$ cat config.mk
export PLATFORM = sky130hd
export DESIGN_NAME = text_console_cursor_advance_unit
export DESIGN_NICKNAME = d
export VERILOG_FILES = /design/src/rtl/tcca_pkg.sv /design/src/rtl/text_console_cursor_advance_unit.sv
export SDC_FILE = /design/constraint.sdc
export NUM_CORES = 1
export LEC_CHECK = 0
export ABC_AREA = 0
export BUFFER_PORTS_ARGS = -buffer_cell sky130_fd_sc_hd__clkbuf_2
export CORE_MARGIN = 2
export CORE_UTILIZATION = 25
export CTS_BUF_LIST = sky130_fd_sc_hd__clkbuf_16
export DETAILED_ROUTE_END_ITERATION = 6
export PLACE_DENSITY_LB_ADDON = 0.25
export REMOVE_ABC_BUFFERS = 1
export SLEW_MARGIN = 20
export SYNTH_ARGS = -nofsm -noshare
export SYNTH_HDL_FRONTEND = slang
export SYNTH_SLANG_ARGS = --single-unit
$ cat constraint.sdc
create_clock -name clock -period 25 [get_ports clock]
set_input_delay 2.5 -clock clock [delete_from_list [all_inputs] [get_ports clock]]
set_output_delay 2.5 -clock clock [all_outputs]
set_load 0.01 [all_outputs]
$ cat src/rtl/tcca_pkg.sv
// ----------------------------------------------------------------------------
// Text console cursor advance: shared definitions
// Character codes, field widths, screen limit and register indexes.
// ----------------------------------------------------------------------------
package tcca_pkg;

   localparam int unsigned MAX_SCREEN = 4096;

   localparam int unsigned COL_W   = 14;
   localparam int unsigned ROW_W   = 13;
   localparam int unsigned SCR_W   = 13;
   localparam int unsigned SCALE_W = 4;
   localparam int unsigned TOP_W   = 12;
   localparam int unsigned CELL_W  = SCALE_W + 3;
   localparam int unsigned CSR_IDX_W  = 3;
   localparam int unsigned CSR_DATA_W = 13;

   localparam logic [7:0] CH_BACKSPACE = 8'd8;
   localparam logic [7:0] CH_TAB       = 8'd9;
   localparam logic [7:0] CH_NEWLINE   = 8'd10;
   localparam logic [7:0] CH_RETURN    = 8'd13;

   localparam logic [COL_W:0] COL_MAX = (COL_W+1)'(16383);

   typedef enum logic [CSR_IDX_W-1:0] {
      REG_ENABLE       = 3'd0,
      REG_SCREEN_WIDTH = 3'd1,
      REG_SCREEN_HIGHT = 3'd2,
      REG_FONT_SCALE   = 3'd3,
      REG_TEXT_TOP     = 3'd4
   } reg_index_type;

endpackage

$ cat src/rtl/text_console_cursor_advance_unit.sv
// ----------------------------------------------------------------------------
// Text console cursor advance unit
// Keeps a pixel cursor, turns character bytes into draw and scroll commands.
// ----------------------------------------------------------------------------
// An accepted request word goes through the input register, then through the
// cursor update into the response register, to become its response word.
// Throughput: one word per cycle unless the response stalls; the cursor registers
// feed straight back into the single update stage, so only rsp_ready makes a character wait.
// Reset: cursor at (0, 0), console disabled, configuration at its defaults.
module text_console_cursor_advance_unit (
   input  logic                                clock,
   input  logic                                reset,
   input  logic                                req_valid,
   output logic                                req_ready,
   input  logic [7:0]                          req_char_code,
   output logic                                rsp_valid,
   input  logic                                rsp_ready,
   output logic                                rsp_draw_valid,
   output logic [7:0]                          rsp_draw_char,
   output logic [tcca_pkg::COL_W-1:0]          rsp_draw_x,
   output logic [tcca_pkg::ROW_W-1:0]          rsp_draw_y,
   output logic                                rsp_scroll,
   output logic [tcca_pkg::COL_W-1:0]          rsp_cursor_col,
   output logic [tcca_pkg::ROW_W-1:0]          rsp_cursor_row,
   input  logic                                csr_valid,
   output logic                                csr_ready,
   input  logic [tcca_pkg::CSR_IDX_W-1:0]      csr_index,
   input  logic [tcca_pkg::CSR_DATA_W-1:0]     csr_data
);

   // configuration
   logic                              enable_ff;
   logic [tcca_pkg::SCR_W-1:0]        width_ff;
   logic [tcca_pkg::SCR_W-1:0]        height_ff;
   logic [tcca_pkg::SCALE_W-1:0]      scale_ff;
   logic [tcca_pkg::TOP_W-1:0]        top_ff;

   // input register
   logic                              in_valid_ff, in_valid_in;
   logic [7:0]                        in_char_ff;

   // cursor state
   logic [tcca_pkg::COL_W-1:0]        column_pos_ff, column_pos_in;
   logic [tcca_pkg::ROW_W-1:0]        row_pos_ff, row_pos_in;

   // response register
   logic                              rsp_valid_ff, rsp_valid_in;
   logic                              rsp_draw_valid_ff, rsp_draw_valid_in;
   logic [7:0]                        rsp_draw_char_ff, rsp_draw_char_in;
   logic [tcca_pkg::COL_W-1:0]        rsp_draw_x_ff, rsp_draw_x_in;
   logic [tcca_pkg::ROW_W-1:0]        rsp_draw_y_ff, rsp_draw_y_in;
   logic                              rsp_scroll_ff, rsp_scroll_in;

   logic                              advance;
   logic [tcca_pkg::SCR_W-1:0]        w_lim, h_lim;
   logic [tcca_pkg::CELL_W-1:0]       cw;
   logic [tcca_pkg::COL_W:0]          x0, cw_x, x_step, x_next, tab_step, tab_sum;
   logic [tcca_pkg::COL_W:0]          x_tab, x_adv;
   logic [tcca_pkg::ROW_W:0]          y0, cw_y, y_next, y_fin;
   logic                              draw, scroll_c;

   localparam logic [tcca_pkg::SCR_W-1:0] SCR_LIMIT = tcca_pkg::SCR_W'(tcca_pkg::MAX_SCREEN);

   assign advance     = in_valid_ff && (!rsp_valid_ff || rsp_ready);
   assign req_ready   = !in_valid_ff || advance;
   assign in_valid_in = req_ready ? req_valid : in_valid_ff;
   assign csr_ready   = 1'b1;

   always_comb begin
      w_lim = (width_ff > SCR_LIMIT) ? SCR_LIMIT : width_ff;
      h_lim = (height_ff > SCR_LIMIT) ? SCR_LIMIT : height_ff;
      cw    = {scale_ff, 3'b000};
      cw_x  = (tcca_pkg::COL_W+1)'(cw);
      cw_y  = (tcca_pkg::ROW_W+1)'(cw);
      x0    = {1'b0, column_pos_ff};
      // a row above the text area is first raised to its top line
      y0    = ({1'b0, row_pos_ff} < (tcca_pkg::ROW_W+1)'(top_ff)) ?
              (tcca_pkg::ROW_W+1)'(top_ff) : {1'b0, row_pos_ff};

      // tab: the mask is applied as written, even for a step that is not a power of two
      tab_step = {cw_x[tcca_pkg::COL_W-2:0], 2'b00};
      tab_sum  = (x0 + tab_step) & ~(tab_step - 1'b1);
      x_tab    = (tab_sum > tcca_pkg::COL_MAX) ? tcca_pkg::COL_MAX : tab_sum;
      x_adv    = x0 + cw_x;
      x_step   = x_adv + cw_x;

      draw   = 1'b0;
      x_next = x0;
      y_next = y0;
      case (in_char_ff)
         tcca_pkg::CH_NEWLINE: begin
            x_next = '0;
            y_next = y0 + cw_y;
         end
         tcca_pkg::CH_RETURN: begin
            x_next = '0;
         end
         tcca_pkg::CH_BACKSPACE: begin
            if (x0 >= cw_x) begin
               x_next = x0 - cw_x;
            end
         end
         tcca_pkg::CH_TAB: begin
            x_next = x_tab;
         end
         default: begin
            draw = 1'b1;
            if (x_step > (tcca_pkg::COL_W+1)'(w_lim)) begin
               x_next = '0;
               y_next = y0 + cw_y;
            end else begin
               x_next = x_adv;
            end
         end
      endcase

      scroll_c = (y_next + cw_y) > (tcca_pkg::ROW_W+1)'(h_lim);
      if (scroll_c) begin
         y_fin = (y_next >= cw_y) ? (y_next - cw_y) : '0;
      end else begin
         y_fin = y_next;
      end

      column_pos_in     = column_pos_ff;
      row_pos_in        = row_pos_ff;
      rsp_draw_valid_in = 1'b0;
      rsp_draw_char_in  = '0;
      rsp_draw_x_in     = '0;
      rsp_draw_y_in     = '0;
      rsp_scroll_in     = 1'b0;
      if (advance && enable_ff) begin
         column_pos_in     = x_next[tcca_pkg::COL_W-1:0];
         row_pos_in        = y_fin[tcca_pkg::ROW_W-1:0];
         rsp_draw_valid_in = draw;
         rsp_draw_char_in  = draw ? in_char_ff : 8'd0;
         rsp_draw_x_in     = draw ? column_pos_ff : '0;
         rsp_draw_y_in     = draw ? y0[tcca_pkg::ROW_W-1:0] : '0;
         rsp_scroll_in     = scroll_c;
      end

      if (advance) begin
         rsp_valid_in = 1'b1;
      end else if (rsp_ready) begin
         rsp_valid_in = 1'b0;
      end else begin
         rsp_valid_in = rsp_valid_ff;
      end
   end

   always_ff @(posedge clock) begin
      if (reset) begin
         enable_ff     <= 1'b0;
         width_ff      <= tcca_pkg::SCR_W'(1024);
         height_ff     <= tcca_pkg::SCR_W'(768);
         scale_ff      <= tcca_pkg::SCALE_W'(2);
         top_ff        <= tcca_pkg::TOP_W'(32);
         in_valid_ff   <= 1'b0;
         rsp_valid_ff  <= 1'b0;
         column_pos_ff <= '0;
         row_pos_ff    <= '0;
      end else begin
         in_valid_ff   <= in_valid_in;
         rsp_valid_ff  <= rsp_valid_in;
         column_pos_ff <= column_pos_in;
         row_pos_ff    <= row_pos_in;
         if (csr_valid && csr_ready) begin
            case (csr_index)
               tcca_pkg::REG_ENABLE:       enable_ff <= csr_data[0];
               tcca_pkg::REG_SCREEN_WIDTH: width_ff  <= csr_data;
               tcca_pkg::REG_SCREEN_HIGHT: height_ff <= csr_data;
               tcca_pkg::REG_FONT_SCALE:   scale_ff  <= csr_data[tcca_pkg::SCALE_W-1:0];
               tcca_pkg::REG_TEXT_TOP:     top_ff    <= csr_data[tcca_pkg::TOP_W-1:0];
               default: ;
            endcase
         end
      end
   end

   always_ff @(posedge clock) begin
      if (req_ready) begin
         in_char_ff <= req_char_code;
      end
      if (advance) begin
         rsp_draw_valid_ff <= rsp_draw_valid_in;
         rsp_draw_char_ff  <= rsp_draw_char_in;
         rsp_draw_x_ff     <= rsp_draw_x_in;
         rsp_draw_y_ff     <= rsp_draw_y_in;
         rsp_scroll_ff     <= rsp_scroll_in;
      end
   end

   assign rsp_valid      = rsp_valid_ff;
   assign rsp_draw_valid = rsp_draw_valid_ff;
   assign rsp_draw_char  = rsp_draw_char_ff;
   assign rsp_draw_x     = rsp_draw_x_ff;
   assign rsp_draw_y     = rsp_draw_y_ff;
   assign rsp_scroll     = rsp_scroll_ff;
   // the response always reports the cursor as it now stands
   assign rsp_cursor_col = column_pos_ff;
   assign rsp_cursor_row = row_pos_ff;

`ifndef NO_ASSERTIONS
   a_disabled_quiet: assert property (@(posedge clock) disable iff (reset)
      advance && !enable_ff |=> rsp_valid && !rsp_draw_valid && !rsp_scroll)
      else $error("disabled console produced a draw or scroll command");

   a_cursor_hold: assert property (@(posedge clock) disable iff (reset)
      !advance |=> $stable(column_pos_ff) && $stable(row_pos_ff))
      else $error("cursor moved without a word being processed");

   a_word_kept: assert property (@(posedge clock) disable iff (reset)
      in_valid_ff && !advance |=> in_valid_ff && $stable(in_char_ff))
      else $error("stalled input word was lost or changed");

   a_no_draw_fields: assert property (@(posedge clock) disable iff (reset)
      rsp_valid && !rsp_draw_valid |->
         rsp_draw_char == 8'd0 && rsp_draw_x == '0 && rsp_draw_y == '0)
      else $error("draw fields not cleared for a word without a glyph");
`endif

endmodule
# After elaboration in Yosys (flattened, before gate mapping)

Cells that the tools add are included.

$add $sub $neg: 8
Magnitude comparators: 8
Eq/ne operators: 9
Muxes and demuxes: 14
Bitwise logic cells: 3
Reductions and logical operators: 18

Operator list:

| cell                                                            | number |
|---|---|
| 2-to-1 mux 13 bit                                               | 5 |
| 2-to-1 mux 14 bit                                               | 4 |
| case mux 14 bit (3 select lines)                                | 1 |
| equality test 8 x 4 -> 1 bit, second input constant             | 4 |
| greater-or-equal comparator 14 x 7 -> 1 bit                     | 2 |
| case mux 14 bit (2 select lines)                                | 1 |
| greater-than comparator 13 bit, second input constant           | 2 |
| adder 14 x 7 -> 15 bit                                          | 1 |
| adder 14 x 9 -> 15 bit                                          | 1 |
| adder 15 x 7 -> 15 bit                                          | 1 |
| bitwise AND 15 bit                                              | 1 |
| greater-than comparator 15 x 13 -> 1 bit                        | 1 |
| greater-than comparator 15 x 14 -> 1 bit, second input constant | 1 |
| inverter 15 bit                                                 | 1 |
| adder 13 x 7 -> 14 bit                                          | 1 |
| adder 14 x 7 -> 14 bit                                          | 1 |
| greater-than comparator 14 x 13 -> 1 bit                        | 1 |
| subtractor 14 x 7 -> 14 bit                                     | 1 |
| < comparator 13 x 12 -> 1 bit                                   | 1 |
| subtractor 13 x 7 -> 13 bit                                     | 1 |
| AND reduction 2 bit                                             | 6 |
| subtractor 9 x 1 -> 10 bit, second input constant               | 1 |
| equality test 3 x 2 -> 1 bit, second input constant             | 2 |
| OR reduction 5 bit                                              | 1 |
| 13 further kinds                                                | 18 |

Register bits: 117
Input bits: 29
Output and inout bits: 67
Logic and storage cells: 75

# Depth between registers and ports, before layout

Word-level depth: 8
Depth in mapped cells: 42
Depth with buffers taken out: 40

# Worst setup path before layout

No wires, ideal clock.

Path type: reg-to-reg
From: register scale_ff[1] in the netlist's numbering
To: register row_pos_ff, in the netlist rsp_cursor_row[9]
Library setup time: 0.074 ns
Data arrival time: 7.762 ns
Required time: 24.926 ns
Setup slack: 17.164 ns
Cell stages (with the launch flop): 41
Buffers on the path: 0
Clock period less this slack: 7.836 ns
Cells stage by stage: dfxtp_1 -> inv_1 -> ha_1 -> nor3b_2 -> nor3_1 -> xnor2_1 -> ha_1 -> nand2_1 -> o21ai_0 -> nand3_1 -> nor4b_1 -> xnor2_1 -> ha_1 -> nand2_1 -> or3_1 -> o221ai_1 -> o211ai_1 -> nor2_1 -> (+5 left out) -> a21oi_1 -> nor2_1 -> nor2_1 -> nor2_1 -> o221ai_1 -> nor2_1 -> nand3_1 -> xnor2_1 -> ha_1 -> nand4_1 -> nor2_1 -> nand2_1 -> o21ai_0 -> a21oi_1 -> o22ai_1 -> nand3_1 -> or4b_1 -> a31oi_1

Word-level cells in the longest chain between the ends: 8
Elaborated cells on any way between the ends: 12
Those cells by class: 5 x add/sub; 3 x order compare; 4 x mux

Ends and longest elaborated chain:

| item                                                                                 | line                                                                             | RTL |
|---|---|---|
| from (decl)                                                                          | text_console_cursor_advance_unit.sv:35                                           | `logic [tcca_pkg::SCALE_W-1:0] scale_ff;` |
| from (signal assigned)                                                               | text_console_cursor_advance_unit.sv:155                                          | `scale_ff <= tcca_pkg::SCALE_W'(2);` |
| from (signal assigned)                                                               | text_console_cursor_advance_unit.sv:171                                          | `tcca_pkg::REG_FONT_SCALE: scale_ff <= csr_data[tcca_pkg::SCALE_W-1:0];` |
| adder 14 x 7 -> 15 bit                                                               | text_console_cursor_advance_unit.sv:84                                           | `x_adv = x0 + cw_x;` |
| adder 15 x 7 -> 15 bit                                                               | text_console_cursor_advance_unit.sv:85                                           | `x_step = x_adv + cw_x;` |
| greater-than comparator 15 x 13 -> 1 bit                                             | text_console_cursor_advance_unit.sv:108                                          | `if (x_step > (tcca_pkg::COL_W+1)'(w_lim)) begin` |
| 2-to-1 mux 14 bit                                                                    | text_console_cursor_advance_unit.sv:108                                          |  |
| case mux 14 bit (2 select lines)                                                     | text_console_cursor_advance_unit.sv:90                                           | `case (in_char_ff)` |
| adder 14 x 7 -> 14 bit, or another cell as far along                                 | text_console_cursor_advance_unit.sv:117                                          | `scroll_c = (y_next + cw_y) > (tcca_pkg::ROW_W+1)'(h_lim);` |
| greater-than comparator 14 x 13 -> 1 bit / 2-to-1 mux 13 bit (equally long branches) | text_console_cursor_advance_unit.sv:117, text_console_cursor_advance_unit.sv:119 |  |
| 2-to-1 mux 13 bit (*)                                                                | text_console_cursor_advance_unit.sv:118                                          | `if (scroll_c) begin` |
| to (signal assigned)                                                                 | text_console_cursor_advance_unit.sv:165                                          | `row_pos_ff <= row_pos_in;` |
| to (decl)                                                                            | text_console_cursor_advance_unit.sv:44                                           | `logic [tcca_pkg::ROW_W-1:0] row_pos_ff, row_pos_in;` |

Mark *: on every way between the ends. The rest lies on a longest branch, timed or not.
A chain may end at the register's enable or synchronous reset.

# Worst setup path after layout

Ends and elaborated chain as after synthesis.

==> impl_metrics.env <==
export IMPL_status="finished, final reports clean"
export IMPL_port_buffers=94
export IMPL_drive_gt1_share_pct=16.0
export IMPL_final_nets=1166
export IMPL_synth_edff_count=43
export IMPL_cts_htree_levels=4
export IMPL_cp_end_kind="flip-flop"
export IMPL_fin_setup_tns_ns=0
export IMPL_grt_ovfl_total=0
export IMPL_placed_cell_area_sq_um=9190
export IMPL_r2r_end="rsp_cursor_row[9]"
export IMPL_p_leak_nw=3.93
export IMPL_critPathArrivalTime_ns=9.67
export IMPL_drt_iter0_markers=654
export IMPL_cts_buffer_depth=2
export IMPL_critPathMaxFanout=10
export IMPL_dr_total_vias=7757
export IMPL_avgSynthCellArea_sq_um=8.40
export IMPL_fp_coreArea_sq_um=32700
export IMPL_ys_async_sr_fraction_pct=0
export IMPL_cpMostUsedCell="nor2_1"
export IMPL_use_met3_pct=2.93
export IMPL_synth_cell_types=93
export IMPL_ys_seq_area_share_pct=32.2
export IMPL_dominantRegCellSynth="dfxtp_1"
export IMPL_root_buffer="clkbuf_16"
export IMPL_hold_viol=0
export IMPL_reg2reg_depth=40
export IMPL_clock_sinks=113
export IMPL_cp_slowest_cell="dfxtp_1"
export IMPL_setup_worst_path_start_class="flip-flop"
export IMPL_grt_util_met2_pct=25.8
export IMPL_setup_viol_count_final=0
export IMPL_postCtsHoldBufs=0
export IMPL_grt_use_met1_pct=23.3
export IMPL_clock_latency_ns=0.43
export IMPL_antenna_found_initial=0
export IMPL_fp_row_count=66
export IMPL_min_delay_path_depth=2
export IMPL_grt_max_degree=57
export IMPL_grt_pass1_wl_microns=44700
export IMPL_routed_wl_microns=29300
export IMPL_hold_path_class="reg2reg"
export IMPL_period_needed_ns=9.31
export IMPL_top_usage_layer="met2"
export IMPL_nFillCells=3586
export IMPL_syn_area_sq_um=8350
export IMPL_diodes=0
export IMPL_holdPathEnd="height_ff[0]"
export IMPL_max_freq_mhz=107
export IMPL_ys_ff_latch=113
export IMPL_fin_skew_ns=0.0121
export IMPL_die_w_microns=187
export IMPL_rsz0062_at_grt="no"
export IMPL_viasPerCell=5.10
export IMPL_cpPeakStageDelay_ns=0.59
export IMPL_final_max_slew_violation_count=0
export IMPL_drv_cap=0
export IMPL_hold_start="height_ff[0]"
export IMPL_io_pins=96
export IMPL_reg2reg_slack_ns=15.69
export IMPL_finish_utilization_pct=30.0
export IMPL_peakVddDrop_mv=0.0484
export IMPL_reg2reg_from="scale_ff[1]"
export IMPL_areaGrowthSynthToFinish_pct=17.3
export IMPL_yosysWarningCount=0
export IMPL_numCtsBuffers=17
export IMPL_finalCritPeriodShare_pct=37.2
export IMPL_ant_nets=0
export IMPL_grt_use_total_pct=16.6
export IMPL_tightest_slew_ns=1.12
export IMPL_initial_core_util_pct=25.5
export IMPL_post_route_drc_count=0
export IMPL_cts_tree="yes"
export IMPL_powerDensity_nw_per_um2=53.2
export IMPL_die_h_microns=187
export IMPL_critical_path_class="reg2reg"
export IMPL_wl_per_cell_microns=19.2
export IMPL_post_dp_hpwl_microns=21700
export IMPL_crit_required_ns=25.36
export IMPL_synth_cells=994
export IMPL_gp_congestion=0.921
export IMPL_max_slew_margin_pct=25.0
export IMPL_path_clk_slew_ns=0.06
export IMPL_grt_pass1_vias=7402
export IMPL_post_cts_buffers=0
export IMPL_cts_repair_resized=0
export IMPL_fin_area_sq_um=9800
export IMPL_fp_dieArea_sq_um=34900
export IMPL_dr_pass1_iters=5
-- cell usage in the layout (no fill, tap or decap), drive strengths merged, types with 5 or more instances in the layout --
cell type,Yosys,layout
buf,16,8
o31ai,5,5
nor3,22,22
or3,7,7
mux2i,16,16
a211oi,9,9
dfxtp,70,70
edfxtp,43,43
nor2b,15,15
o211ai,12,12
nor2,75,75
o211a,5,5
xor2,14,14
fa,7,7
nor4,11,11
nand3,33,33
a21o,8,8
ha,65,65
mux2,5,5
nand4,15,15
a31oi,15,15
o21a,6,6
nand2,147,147
inv,43,50
and3,21,21
xnor2,25,25
and2,14,14
a21oi,88,88
o221ai,5,5
clkbuf,34,113
a221oi,6,6
nand2b,12,12
o21ai,58,58
-- worst max-delay path by stage --
stage | start | end | slack (ns)
after global routing | scale_ff[1] | rsp_cursor_row[9] | 14.85
final | scale_ff[1] | rsp_cursor_row[9] | 15.69
after floorplan | scale_ff[1] | rsp_cursor_row[9] | 17.15
after CTS | scale_ff[1] | rsp_cursor_row[9] | 15.78
after global placement | scale_ff[1] | rsp_cursor_row[9] | 16.09
after detailed placement | scale_ff[1] | rsp_cursor_row[9] | 15.86
-- metal layers --
layer / vias to the layer above / part of all wire, %
li1: 3764 / -
met1: 3707 / 48
met2: 257 / 45
met3: 29 / 5.4
met4: 0 / 1.6
met5: - / 0
-- critical path, delay by kind of cell, from the launching register on --
family,cells,cell delay [ns]
AND/OR/NAND/NOR,20,3.82
AO/OA/AOI/OAI,9,1.82
adder cells (fa/ha/maj),5,1.74
flip-flops,1,0.59
XOR/XNOR,3,0.45
buffers and inverters,2,0.40
multiplexers,1,0.39
-- registers in the layout, summed over array words and instances, names as in the netlist --
signal,cells
rsp_cursor_row,13
in_char_ff,8
top_ff,12
height_ff,13
rsp_draw_valid,1
width_ff,13
rsp_draw_y,13
rsp_valid,1
rsp_cursor_col,12
scale_ff,4
in_valid_ff,1
enable_ff,1
rsp_draw_char,8
rsp_draw_x,12
rsp_scroll,1
-- logic make-up (layout without fill, tap and decap cells) --
kind of cell             Yosys count  count (layout)  share of synthesized area [%]
adder cells (fa/ha/maj)           72              72                           11.4
flip-flops                       113             113                           32.2
AO/OA/AOI/OAI                    258             258                           20.3
XOR/XNOR                          39              39                           4.27
multiplexers                      22              22                           3.15
AND/OR/NAND/NOR                  396             396                           23.7
buffers and inverters             93             177                           4.90
other                              1               1                         0.0449
-- synthesized netlist by cell type (all sizes together), types with 8 or more instances --
cell type,count,area (sq um)
a211oi,9,80.1
a21o,8,60.1
a21oi,88,448
a31oi,15,100
and2,14,90.1
and3,21,131
buf,16,120
clkbuf,34,128
dfxtp,70,1400
edfxtp,43,1290
ha,65,813
inv,43,161
mux2i,16,176
nand2,147,554
nand2b,12,82.6
nand3,33,165
nand4,15,100
nor2,75,282
nor2b,15,96.3
nor3,22,121
nor4,11,90.1
o211ai,12,90.1
o21ai,58,298
xnor2,25,234
xor2,14,123
-- through the flow --
| step | power, mW | instances | setup slack, ns | hold slack (ns) |
|---|---|---|---|---|
| 2_1_floorplan | 0.244 | 944 | 17.15 | 0.426 |
| 3_3_place_gp | 0.269 | 1488 | 16.09 | 0.438 |
| 3_5_place_dp | 0.268 | 1488 | 15.86 | 0.444 |
| 4_1_cts | 0.527 | 1520 | 15.78 | 0.452 |
| 5_1_grt | 0.542 | 1520 | 14.85 | 0.474 |
| 6_report | 0.521 | 1520 | 15.69 | 0.451 |
-- final cells by class --
| class | count | area [sq um] | share of cell area (%) |
|---|---|---|---|
| Timing Repair Buffer | 102 | 531 | 5.41 |
| Clock inverter | 13 | 135 | 1.38 |
| Inverter | 43 | 161 | 1.65 |
| Clock buffer | 19 | 475 | 4.85 |
| Tap cell | 442 | 553 | 5.64 |
| Multi-Input combinational cell | 788 | 5250 | 53.6 |
| Sequential cell | 113 | 2690 | 27.5 |
-- power by group --
group	total [mW]	switching, mW	internal [mW]
Sequential	0.200	0.00463	0.196
Combinational	0.0640	0.0407	0.0233
Clock	0.256	0.105	0.152
Total	0.521	0.150	0.371
Power figures use the tool's default switching activity.
